## src/sv/assert_macros.svh

```systemverilog
// ----------------------------------------------------------------------------
// Assertion macros
// Shared concurrent assertion forms for the locator design.
// ----------------------------------------------------------------------------
`ifndef ASSERT_MACROS_SVH
`define ASSERT_MACROS_SVH

// condition implies consequence in the same cycle
`define ASSERT_SAME(label, clk, rst, cond, cons, msg) \
   label: assert property (@(posedge clk) disable iff (rst) (cond) |-> (cons)) else $error(msg);

// condition implies consequence in the next cycle
`define ASSERT_NEXT(label, clk, rst, cond, cons, msg) \
   label: assert property (@(posedge clk) disable iff (rst) (cond) |=> (cons)) else $error(msg);

`endif

```

## src/sv/spl_pkg.sv

```systemverilog
// ----------------------------------------------------------------------------
// spl_pkg
// Types, constants and helpers shared by the simplex point locator.
// ----------------------------------------------------------------------------
package spl_pkg;

   localparam int NDIM              = 3;
   localparam int NSLOTS            = NDIM + 1;
   localparam int TWORDS            = NDIM * (NDIM + 1);
   localparam int OFS_BASE          = NDIM * NDIM;
   localparam int MAX_SIMPLICES_DEF = 1024;

   localparam int CNT_W     = 11;
   localparam int IDX_W     = 10;
   localparam int TOL_W     = 25;
   localparam int Q_W       = 32;
   localparam int CUR_W     = 12;
   localparam int NBR_W     = 11;
   localparam int ACC_W     = 44;
   localparam int CSR_W     = 25;
   localparam int CSR_IDX_W = 2;

   localparam logic [1:0] LAST_K = 2'(NDIM);
   localparam logic [1:0] LAST_J = 2'(NDIM - 1);

   localparam logic [CSR_IDX_W-1:0] CSR_COUNT     = 2'd0;
   localparam logic [CSR_IDX_W-1:0] CSR_START     = 2'd1;
   localparam logic [CSR_IDX_W-1:0] CSR_TOLERANCE = 2'd2;

   localparam logic [TOL_W-1:0] TOL_RESET = 25'd16;

   typedef enum logic [1:0] {
      OP_TRANSFORM = 2'd0,
      OP_NEIGHBOR  = 2'd1,
      OP_VALID     = 2'd2,
      OP_LOCATE    = 2'd3
   } opcode_type;

   typedef struct packed {
      logic       take;
      logic       clr_step;
      logic       load_query;
      logic       rd_valid;
      logic       rd_nbr;
      logic       rd_ofs;
      logic       rd_mat;
      logic       cap_ofs;
      logic       mul;
      logic       acc_clr;
      logic       acc_add;
      logic       cap_coord;
      logic       hop_nbr;
      logic       hop_next;
      logic       cyc_inc;
      logic       scan_init;
      logic       scan_next;
      logic       res_load;
      logic       res_found;
      logic       res_scan;
      logic [1:0] k;
      logic [1:0] j;
   } spl_cmd_type;

   typedef struct packed {
      logic clr_last;
      logic walk_stop;
      logic cur_oob;
      logic flag;
      logic nbr_differs;
      logic nbr_edge;
      logic c_low;
      logic c_high;
   } spl_status_type;

   function automatic logic signed [Q_W-1:0] sat32(input logic signed [ACC_W-1:0] v);
      logic signed [ACC_W-1:0] hi;
      logic signed [ACC_W-1:0] lo;
      hi = 44'sd2147483647;
      lo = -44'sd2147483648;
      if (v > hi) begin
         return 32'sh7FFFFFFF;
      end else if (v < lo) begin
         return 32'sh80000000;
      end
      return v[Q_W-1:0];
   endfunction

endpackage

```

## src/sv/spl_ctrl.sv

```systemverilog
// ----------------------------------------------------------------------------
// spl_ctrl
// Sequencer for table writes, the directed walk and the fallback scan.
// ----------------------------------------------------------------------------
module spl_ctrl
   import spl_pkg::*;
(
   input  logic           clock,
   input  logic           reset,
   input  logic           req_valid,
   input  logic [1:0]     req_opcode,
   output logic           req_stall,
   output logic           rsp_valid,
   input  logic           rsp_stall,
   input  spl_status_type st,
   output spl_cmd_type    cmd
);

   typedef enum logic [15:0] {
      S_CLEAR  = 16'b0000000000000001,
      S_IDLE   = 16'b0000000000000010,
      S_WCHECK = 16'b0000000000000100,
      S_VRD    = 16'b0000000000001000,
      S_VUSE   = 16'b0000000000010000,
      S_NRD    = 16'b0000000000100000,
      S_NUSE   = 16'b0000000001000000,
      S_ORD    = 16'b0000000010000000,
      S_OUSE   = 16'b0000000100000000,
      S_TRD    = 16'b0000001000000000,
      S_TMUL   = 16'b0000010000000000,
      S_TACC   = 16'b0000100000000000,
      S_CCAP   = 16'b0001000000000000,
      S_CCHK   = 16'b0010000000000000,
      S_SCHECK = 16'b0100000000000000,
      S_DONE   = 16'b1000000000000000
   } state_type;

   state_type  state_ff, state_in;
   logic [1:0] k_ff, k_in;
   logic [1:0] j_ff, j_in;
   logic       hop_ff, hop_in;
   logic       over_ff, over_in;
   logic       found_ff, found_in;
   logic       scan_ff, scan_in;
   logic       rsp_valid_ff, rsp_valid_in;

   always_comb begin
      state_in     = state_ff;
      k_in         = k_ff;
      j_in         = j_ff;
      hop_in       = hop_ff;
      over_in      = over_ff;
      found_in     = found_ff;
      scan_in      = scan_ff;
      rsp_valid_in = rsp_valid_ff & rsp_stall;
      req_stall    = (state_ff != S_IDLE);
      cmd          = '0;
      cmd.k        = k_ff;
      cmd.j        = j_ff;
      cmd.res_found = found_ff;
      cmd.res_scan  = scan_ff;
      cmd.take      = req_valid & ~req_stall;
      unique case (state_ff)
         S_CLEAR: begin
            cmd.clr_step = 1'b1;
            if (st.clr_last) begin
               state_in = S_IDLE;
            end
         end
         S_IDLE: begin
            if (cmd.take && opcode_type'(req_opcode) == OP_LOCATE) begin
               cmd.load_query = 1'b1;
               found_in       = 1'b0;
               scan_in        = 1'b0;
               state_in       = S_WCHECK;
            end
         end
         S_WCHECK: begin
            if (st.walk_stop || st.cur_oob) begin
               cmd.scan_init = 1'b1;
               scan_in       = 1'b1;
               state_in      = S_SCHECK;
            end else begin
               state_in = S_VRD;
            end
         end
         S_VRD: begin
            cmd.rd_valid = 1'b1;
            state_in     = S_VUSE;
         end
         S_VUSE: begin
            if (!st.flag) begin
               if (scan_ff) begin
                  cmd.scan_next = 1'b1;
                  state_in      = S_SCHECK;
               end else begin
                  hop_in   = 1'b1;
                  k_in     = 2'd0;
                  state_in = S_NRD;
               end
            end else begin
               j_in     = 2'd0;
               k_in     = 2'd0;
               over_in  = 1'b0;
               state_in = S_ORD;
            end
         end
         S_NRD: begin
            cmd.rd_nbr = 1'b1;
            state_in   = S_NUSE;
         end
         S_NUSE: begin
            if (hop_ff) begin
               if (st.nbr_differs) begin
                  cmd.hop_nbr = 1'b1;
                  cmd.cyc_inc = 1'b1;
                  state_in    = S_WCHECK;
               end else if (k_ff == LAST_K) begin
                  cmd.hop_next = 1'b1;
                  cmd.cyc_inc  = 1'b1;
                  state_in     = S_WCHECK;
               end else begin
                  k_in     = k_ff + 2'd1;
                  state_in = S_NRD;
               end
            end else if (st.nbr_edge) begin
               cmd.scan_init = 1'b1;
               scan_in       = 1'b1;
               state_in      = S_SCHECK;
            end else begin
               cmd.hop_nbr = 1'b1;
               cmd.cyc_inc = 1'b1;
               state_in    = S_WCHECK;
            end
         end
         S_ORD: begin
            cmd.rd_ofs = 1'b1;
            state_in   = S_OUSE;
         end
         S_OUSE: begin
            cmd.cap_ofs = 1'b1;
            if (j_ff == LAST_J) begin
               j_in        = 2'd0;
               cmd.acc_clr = 1'b1;
               state_in    = S_TRD;
            end else begin
               j_in     = j_ff + 2'd1;
               state_in = S_ORD;
            end
         end
         S_TRD: begin
            cmd.rd_mat = 1'b1;
            state_in   = S_TMUL;
         end
         S_TMUL: begin
            cmd.mul  = 1'b1;
            state_in = S_TACC;
         end
         S_TACC: begin
            cmd.acc_add = 1'b1;
            if (j_ff == LAST_J) begin
               j_in     = 2'd0;
               state_in = S_CCAP;
            end else begin
               j_in     = j_ff + 2'd1;
               state_in = S_TRD;
            end
         end
         S_CCAP: begin
            cmd.cap_coord = 1'b1;
            cmd.acc_clr   = 1'b1;
            state_in      = S_CCHK;
         end
         S_CCHK: begin
            if (scan_ff) begin
               if (st.c_low || st.c_high) begin
                  cmd.scan_next = 1'b1;
                  state_in      = S_SCHECK;
               end else if (k_ff == LAST_K) begin
                  found_in = 1'b1;
                  state_in = S_DONE;
               end else begin
                  k_in     = k_ff + 2'd1;
                  state_in = (k_ff == LAST_J) ? S_CCAP : S_TRD;
               end
            end else if (st.c_low) begin
               hop_in   = 1'b0;
               state_in = S_NRD;
            end else if (k_ff == LAST_K) begin
               if (over_ff || st.c_high) begin
                  cmd.scan_init = 1'b1;
                  scan_in       = 1'b1;
                  state_in      = S_SCHECK;
               end else begin
                  found_in = 1'b1;
                  state_in = S_DONE;
               end
            end else begin
               over_in  = over_ff | st.c_high;
               k_in     = k_ff + 2'd1;
               state_in = (k_ff == LAST_J) ? S_CCAP : S_TRD;
            end
         end
         S_SCHECK: begin
            if (st.cur_oob) begin
               found_in = 1'b0;
               state_in = S_DONE;
            end else begin
               state_in = S_VRD;
            end
         end
         S_DONE: begin
            if (!rsp_valid_ff || !rsp_stall) begin
               cmd.res_load = 1'b1;
               rsp_valid_in = 1'b1;
               state_in     = S_IDLE;
            end
         end
         default: begin
            state_in = S_IDLE;
         end
      endcase
   end

   always_ff @(posedge clock) begin
      if (reset) begin
         state_ff     <= S_CLEAR;
         k_ff         <= 2'd0;
         j_ff         <= 2'd0;
         hop_ff       <= 1'b0;
         over_ff      <= 1'b0;
         found_ff     <= 1'b0;
         scan_ff      <= 1'b0;
         rsp_valid_ff <= 1'b0;
      end else begin
         state_ff     <= state_in;
         k_ff         <= k_in;
         j_ff         <= j_in;
         hop_ff       <= hop_in;
         over_ff      <= over_in;
         found_ff     <= found_in;
         scan_ff      <= scan_in;
         rsp_valid_ff <= rsp_valid_in;
      end
   end

   assign rsp_valid = rsp_valid_ff;

endmodule

```

## config.mk

```make
export PLATFORM = sky130hd
export DESIGN_NAME = spl_ctrl
export DESIGN_NICKNAME = d
export VERILOG_FILES = /design/src/sv/assert_macros.svh /design/src/sv/spl_pkg.sv /design/src/sv/spl_ctrl.sv
export SDC_FILE = /design/constraint.sdc
export NUM_CORES = 1
export LEC_CHECK = 0
export BUFFER_PORTS_ARGS = -buffer_cell sky130_fd_sc_hd__buf_2
export CAP_MARGIN = 0
export CELL_PAD_IN_SITES_DETAIL_PLACEMENT = 1
export CELL_PAD_IN_SITES_GLOBAL_PLACEMENT = 2
export CORE_MARGIN = 2
export CORE_UTILIZATION = 35
export CTS_BUF_LIST = sky130_fd_sc_hd__clkbuf_2
export CTS_CLUSTER_DIAMETER = 40
export DETAILED_ROUTE_END_ITERATION = 10
export GPL_TIMING_DRIVEN = 0
export PLACE_DENSITY = 0.85
export SLEW_MARGIN = 20
export SYNTH_ARGS = -nofsm -noshare
export SYNTH_HDL_FRONTEND = slang
export SYNTH_SLANG_ARGS = --single-unit
export TNS_END_PERCENT = 20
```

## constraint.sdc

```tcl
create_clock -name clock -period 5.02 [get_ports clock]
set_input_delay 0.753 -clock clock [delete_from_list [all_inputs] [get_ports clock]]
set_output_delay 0.753 -clock clock [all_outputs]
set_load 0.005 [all_outputs]
```

==> qor.yml, run 1 <==
post-route-min-period_ns: 3.34
synth_area_leaders: "dfxtp_1 27%, nand2_1 4.2%, nor3_1 4.0%, a21oi_1 3.7%, nor2_1 3.4%"
timing.fmax_mhz: 299
leakagePower_nw: 0.904
ant_nets: 0
avgSynthCellArea_um2: 7.87
cts_sinks: 25
netSwitchingFraction_pct: 30.1
tritoncts: "built"
grt_first_pass_wirelength_mm: 10.1
grt_util_all_layers_pct: 21.3
multiInputGateArea_um2: 1230
dr.pass1.iters: 5
maxSlewViolCount: 0
dp_slack_ns: 2.17
fillers: 695
max-cap-violations: 0
gr-max-usage-layer: "met2"
portBuffers: 37
use_met2_pct: 33.9
clock_latency_ns: 0.39
cts_root_buffer: "clkbuf_2"
drive_gt1_share_pct: 25.7
combPwrFrac_pct: 14.0
ys_seq_area_share_pct: 26.6
cts_setup_buffers: 0
core.rowCount: 26
yosysTopAreaCell: "dfxtp_1"
gp_congestion: 0.800
fin_ws_ns: 1.68
final-hold-violation-count: 0
worst-setup-path-type: "flop to output pin"
yosysMostFrequentCell: "dfxtp_1"
worstPathRequired_ns: 4.27
syn_inst: 239
tightest_slew_ns: 0.597
synth_common_cells: "25 x dfxtp_1, 21 x nand2_1, 17 x nor2_1"
overflow: 0
die_area_um2: 5980
grt_max_degree: 14
skew_ns: 0.0170
first_global_vias: 1899
drt_iter0_markers: 108
async_flop_share_pct: 0
use_met3_pct: 2.47
p_clk_share_pct: 26.9
num_vias: 1984
tns_ns: 0
power_frac_seq_pct: 59.1
regArea_um2: 500
start_util_pct: 36.6
hp-class: "flop to flop"
yosysUniqueCellTypes: 56
syn_nets: 257
met1_usage_pct: 30.0
endpoint_kind: "output pin"
ys.warnings.count: 0
rsz0062_at_grt: "no"
synthesis.area_um2: 1880
cts-htree-levels: 1
die_x_um: 77.3
hold_ws_ns: 0.533
drc: 0
cp_data_arrival_time_ns: 2.59
p_switching_mw: 0.103
ctsHoldBuffers: 0
fp.dieH_um: 77.3
dpl.hpwl_mm: 4.68
synth_edf_count: 0
nets: 299
antennaDiodeCount: 0
p_int_mw: 0.239
cts_buffer_depth: 2
powerDensity_nw_per_um2: 157
clk_pin_slew_ns: 0.28
core_um2: 5140
ys_ff_latch: 25
relSlewSlack_pct: 60.2
synthFlopType: "dfxtp_1"
max-vdd-ir-drop_v: 0.0000760
yosysTopAreaCellShare_pct: 26.6
ios: 40
min_period_over_period_pct: 66.6
path_max_fanout: 9
routedWlPerCell_um: 17.6
area_growth_pct: 15.6
setup_viol: 0
status: "completed"
viasPerCell: 5.67
drt-total-wl_mm: 6.16
numCtsBuffers: 3
cts.repair.resized: 0
start_kind: "flop"
antenna_found_initial: 0
[layout make-up]
type	count	area share (%)
plain buffers	22	5.35
clock buffers	4	0.921
inverters	10	1.73
multi-input cells	182	56.4
flip-flops and latches	25	23.0
well taps	70	4.03
repair buffers	37	8.52
[flip-flops by register name (all words and copies together) (netlist names)]
signal,cells
state_ff,16
j_ff,2
k_ff,2
found_ff,1
hop_ff,1
over_ff,1
rsp_valid,1
scan_ff,1
[worst paths after layout]
kind / cells after the start / start / endpoint / slack (ns)
worst max register to register: 6 / state_ff[13] / k_ff[1] / 2.71
worst min-delay path: 2 / rsp_valid / rsp_valid / 0.53
worst min register to register: 2 / rsp_valid / rsp_valid / 0.53
worst max-delay path: 6 / state_ff[13] / cmd[8] / 1.68
[power groups by stage]
| stage | registers, mW | clock network, mW | logic [mW] |
|---|---|---|---|
| after floorplan | 0.205 | 0 | 0.0293 |
| after global placement | 0.206 | 0 | 0.0475 |
| after detailed placement | 0.206 | 0 | 0.0477 |
| after CTS | 0.202 | 0.0955 | 0.0479 |
| after global routing | 0.203 | 0.105 | 0.0530 |
| final | 0.202 | 0.0921 | 0.0477 |
[placed cells by master, fill, tap and decap left out, drive strengths merged, types with 3 or more instances in the layout]
cell type   n
nand3       9
and4        6
dfxtp      25
o22ai       3
nor4b       7
nor2       18
and3        4
or4         4
buf        48
nand2      21
inv        10
nor3       17
clkbuf     15
o2111ai     3
ha          4
nand4       7
a21oi      14
xor2        6
o21ai       6
a211oi      4
nand2b     10
nor4        8
nor3b       3
[layer usage]
layer | routed length, µm | vias up
met5 | 0 | -
met4 | 86 | 0
met3 | 186 | 6
met2 | 2880 | 38
li1 | - | 970
met1 | 3010 | 970
[cells by family after synthesis]
group                    after synthesis  share of synthesized area [%]
flip-flops                            25                           26.6
adder cells (fa/ha/maj)                4                           2.66
AO/OA/AOI/OAI                         48                           18.2
XOR/XNOR                               7                           3.26
AND/OR/NAND/NOR                      123                           41.1
buffers and inverters                 32                           8.18
[worst max-delay path: stages (launching register included)]
cell	delay [ns]
dfxtp_1	0.38
buf_6	0.14
nor4_4	0.53
nand3_1	0.42
o32a_1	0.50
o41ai_1	0.07
buf_2	0.16
[through the flow]
stage / total power, mW / area, µm² / utilization, % / std cells
3_3_place_gp: 0.253 / 2150 / 41.9 / 346
6_report: 0.342 / 2170 / 42.3 / 350
2_1_floorplan: 0.235 / 1880 / - / 239
3_5_place_dp: 0.253 / 2150 / 41.9 / 346
4_1_cts: 0.346 / 2170 / 42.3 / 350
5_1_grt: 0.361 / 2170 / 42.3 / 350
Note: power is estimated with default switching activity, not from simulation.
==> run 2: changes to the inputs <==
Settings changed: CORE_UTILIZATION 35 to 32, PLACE_DENSITY 0.85 to 0.78.
Clock period 5.02 ns to 3.1 ns, I/O delays scaled along.
==> qor.yml, run 2 (same netlist as run 1, synthesis figures left out) <==
drc: 0
fp.dieH_um: 80.7
cp_cell_sequence: "clkbuf_1 > nor4_2 > clkbuf_4 > nand3_2 > o32a_1 > o41ai_1 > buf_2"
overflow: 0
num_vias: 1962
area_growth_pct: 16.7
tns_ns: 0
met1_usage_pct: 28.3
grt_max_degree: 15
clk_pin_slew_ns: 0.28
ctsHoldBuffers: 0
stdcell_area_um2: 2190
timing.fmax_mhz: 342
max-cap-violations: 0
regArea_um2: 500
cts_setup_buffers: 0
hold_depth: 2
gr-max-usage-layer: "met2"
core.rowCount: 27
status: "completed"
setup_viol: 0
drive_gt1_share_pct: 26.4
die_x_um: 80.7
top_register: "state_ff"
worst-setup-path-type: "flop to output pin"
routedWlPerCell_um: 17.3
path_max_fanout: 10
use_met2_pct: 30.4
start_util_pct: 33.5
dpl.hpwl_mm: 4.63
core_um2: 5610
cts-htree-levels: 1
grt_first_pass_wirelength_mm: 9.65
cp_data_arrival_time_ns: 2.46
cts_root_buffer: "clkbuf_2"
maxSlewViolCount: 0
numCtsBuffers: 3
hold_end: "state_ff[3]"
cpPeakStageDelay_ns: 0.46
rsz0062_at_grt: "no"
fin_ws_ns: 0.173
leakagePower_nw: 0.906
first_global_vias: 1871
worstPathRequired_ns: 2.63
r2r-start: "state_ff[2]"
final-hold-violation-count: 0
grt_util_all_layers_pct: 19.5
powerDensity_nw_per_um2: 251
min_period_over_period_pct: 94.4
ant_nets: 0
layout_common_cells: "42 x buf_2, 25 x dfxtp_1, 21 x nand2_1, 17 x nor2_1"
hold_ws_ns: 0.280
post-route-min-period_ns: 2.93
max-vdd-ir-drop_v: 0.000114
cp_slowest_cell: "o32a_1"
stdcell_count: 352
die_area_um2: 6510
dp_slack_ns: 0.489
skew_ns: 0.0184
use_met3_pct: 1.69
rrSetupSlack_ns: 0.83
antennaDiodeCount: 0
endpoint_kind: "output pin"
cts_sinks: 25
nets: 299
hp-class: "input pin to flop"
antenna_found_initial: 0
tritoncts: "built"
cts_buffer_depth: 2
viasPerCell: 5.57
largest_registers: "state_ff (16), j_ff (2), k_ff (2)"
drt-total-wl_mm: 6.10
min_from: "st[5]"
tightest_slew_ns: 0.691
reg2regPathDepth: 7
dr.pass1.iters: 4
post_dp_cell_area_um2: 2160
gp_congestion: 0.788
cts.repair.resized: 1
clock_latency_ns: 0.39
final_common_cell: "buf_2"
portBuffers: 37
placed_cells: 348
ios: 40
start_kind: "flop"
r2r_end: "scan_ff"
largest_reg_flops: 16
multiInputGateArea_um2: 1240
drt_iter0_markers: 120
fillers: 726
relSlewSlack_pct: 53.9
[run 2: changes by cell type in the layout (fill, tap and decap cells not counted)]
cell	change
clkbuf_2	-1
clkbuf_4	+1
nand3_1	-1
nand3_2	+1
nor3_4	+1
buf_2	-1
nor3_1	-1
clkinv_2	+1
[run 2: final cells by class]
cell class,count,area share (%)
Tap cell,72,4.10
Inverter,10,1.71
Clock buffer,3,0.684
Sequential cell,25,22.8
Clock inverter,1,0.228
Buffer,22,5.42
Timing Repair Buffer,37,8.44
Multi-Input combinational cell,182,56.6
[run 2: worst max-delay path, delay by kind of cell (launching register included)]
kind	cells	cell delay, ns
compound gates	2	0.54
flops	1	0.36
buf+inv	3	0.66
simple gates	2	0.51
[run 2: metal layers]
metal,vias to the layer above,part of all wire [%]
met5,-,0
met2,42,46
met3,9,2.9
met4,0,1.6
met1,936,50
li1,975,-
[run 2: worst max path at each step]
stage | start | endpoint | slack [ns] | cells past startpoint
2_1_floorplan | state_ff[2] | cmd[8] | 1.08 | 6
3_5_place_dp | state_ff[2] | cmd[8] | 0.49 | 7
3_3_place_gp | state_ff[2] | cmd[8] | 0.46 | 7
6_report | state_ff[2] | cmd[8] | 0.17 | 7
4_1_cts | state_ff[6] | cmd[17] | 0.02 | 8
5_1_grt | state_ff[2] | cmd[8] | 0.002 | 7
[run 2: per-stage QoR]
step,utilization (%),total power [mW]
after detailed placement,38.4,0.411
after global placement,38.4,0.411
after floorplan,-,0.380
after CTS,38.9,0.564
after global routing,39.1,0.580
final,39.1,0.551
[run 2: power breakdown]
group	leakage (nW)	switching (mW)	internal [mW]	total, mW
sequential	0.202	0.00232	0.325	0.328
clock	0.0164	0.114	0.0293	0.143
combinational	0.688	0.0508	0.0297	0.0805
==> run 3: changes to the inputs <==
Settings changed: ABC_AREA from default to 1, CORE_UTILIZATION 32 to 29, SKIP_LAST_GASP from default to 1.
==> qor.yml, run 3 <==
cts_root_buffer: "clkbuf_2"
drt-total-wl_mm: 5.41
relSlewSlack_pct: 64.0
start_kind: "flop"
path_max_fanout: 7
ctsHoldBuffers: 0
regArea_um2: 500
tns_ns: 0
final_common_cell: "nand2_1"
syn_nets: 310
cts_setup_buffers: 0
worst-setup-path-type: "flop to output pin"
first_global_vias: 1929
num_vias: 1918
routedWlPerCell_um: 13.2
status: "completed"
largest_reg_flops: 16
maxSlewViolCount: 0
ios: 40
rsz0062_at_grt: "no"
tightest_slew_ns: 0.540
avgSynthCellArea_um2: 6.23
grt_max_degree: 14
syn_inst: 292
final-hold-violation-count: 0
cts_buffer_depth: 2
stdcell_count: 410
timing.fmax_mhz: 405
powerDensity_nw_per_um2: 259
leakagePower_nw: 1.20
worstPathRequired_ns: 2.63
synth_common_cells: "64 x nand2_1, 59 x nor2_1, 44 x inv_1"
yosysTopAreaCell: "dfxtp_1"
fillers: 828
synth_edf_count: 0
max-cap-violations: 0
drive_gt1_share_pct: 24.8
top_register: "state_ff"
drc: 0
core.rowCount: 28
yosysTopAreaCellShare_pct: 27.5
overflow: 0
nets: 354
synthesis.area_um2: 1820
grt_util_all_layers_pct: 16.1
endpoint_kind: "output pin"
gp_congestion: 0.908
dpl.hpwl_mm: 4.50
largest_registers: "state_ff (16), j_ff (2), k_ff (2)"
antenna_found_initial: 0
drt_iter0_markers: 74
start_util_pct: 30.4
post-route-min-period_ns: 2.47
ys.warnings.count: 0
antennaDiodeCount: 0
synthFlopType: "dfxtp_1"
die_area_um2: 6920
numCtsBuffers: 3
layout_common_cells: "64 x nand2_1, 59 x nor2_1, 44 x inv_1, 40 x buf_2, 25 x dfxtp_1"
setup_viol: 0
cp_data_arrival_time_ns: 2.00
clock_latency_ns: 0.34
core_um2: 5990
dr.pass1.iters: 5
area_growth_pct: 17.0
grt_first_pass_wirelength_mm: 9.17
die_x_um: 83.2
ys_ff_latch: 25
synth_area_leaders: "dfxtp_1 28%, nand2_1 13%, nor2_1 12%, inv_1 9.1%, nand3_1 6.6%"
yosysMostFrequentCell: "nand2_1"
ys_seq_area_share_pct: 27.5
async_flop_share_pct: 0
max-vdd-ir-drop_v: 0.000131
multiInputGateArea_um2: 1090
viasPerCell: 4.68
skew_ns: 0.00605
clk_pin_slew_ns: 0.24
placed_cells: 406
tritoncts: "built"
fp.dieH_um: 83.2
yosysUniqueCellTypes: 33
hp-class: "input pin to flop"
min_period_over_period_pct: 79.6
ant_nets: 0
portBuffers: 39
cts.repair.resized: 0
cts_sinks: 25
cts-htree-levels: 1
[run 3: layout make-up]
class                           count  area share [%]
Buffer                              7            2.88
Clock buffer                        4           0.941
Inverter                           45            7.94
Tap cell                           75            4.41
Multi-Input combinational cell    215            51.1
Timing Repair Buffer               39            9.17
Sequential cell                    25            23.5
[run 3: final timing paths]
| check | startpoint | to | slack, ns | cells past startpoint |
|---|---|---|---|---|
| worst max register to register | state_ff[4] | state_ff[9] | 1.24 | 7 |
| worst min-delay path | reset | j_ff[1] | 0.35 | 2 |
| worst max-delay path | state_ff[10] | cmd[8] | 0.63 | 8 |
| worst min register to register | hop_ff | hop_ff | 0.50 | 2 |
[run 3: worst max-delay path, cell delays in order (launching register included)]
cell and delay (ns):
dfxtp_1 0.39, nor2_2 0.21, nand2_4 0.13, nor2_8 0.18, nand3_1 0.22, o22ai_1 0.20
inv_1 0.08, o31ai_1 0.08, buf_2 0.16
[run 3: stage by stage]
step / setup WS (ns) / hold slack [ns] / power [mW] / instance area [µm²] / utilization, %
floorplan: 1.48 / 0.440 / 0.390 / 1820 / -
global placement: 1.04 / 0.454 / 0.421 / 2110 / 35.2
detailed placement: 1.03 / 0.472 / 0.422 / 2110 / 35.2
CTS: 0.569 / 0.330 / 0.564 / 2130 / 35.5
global route: 0.433 / 0.328 / 0.583 / 2130 / 35.5
finish: 0.631 / 0.354 / 0.550 / 2130 / 35.5
[run 3: cell families after synthesis]
family | share of synthesized area [%]
adders and majority gates | 2.75
DFF | 27.5
and+or+nand+nor | 48.6
AOI/OAI and AO/OA | 8.53
buffers and inverters | 12.7
[run 3: where the power goes]
part | total (mW) | switching (mW) | internal (mW)
Combinational | 0.0844 | 0.0527 | 0.0317
Clock | 0.136 | 0.102 | 0.0341
Sequential | 0.330 | 0.00325 | 0.327
Total | 0.550 | 0.158 | 0.393
[run 3: layer usage]
layer  GRT usage (%)  vias to the layer above  wire (µm)
li1                -                      992          -
met1            21.0                      897       2630
met2            28.6                       27       2630
met3            1.89                        2        130
met4            2.68                        0         29
met5               0                        -          0
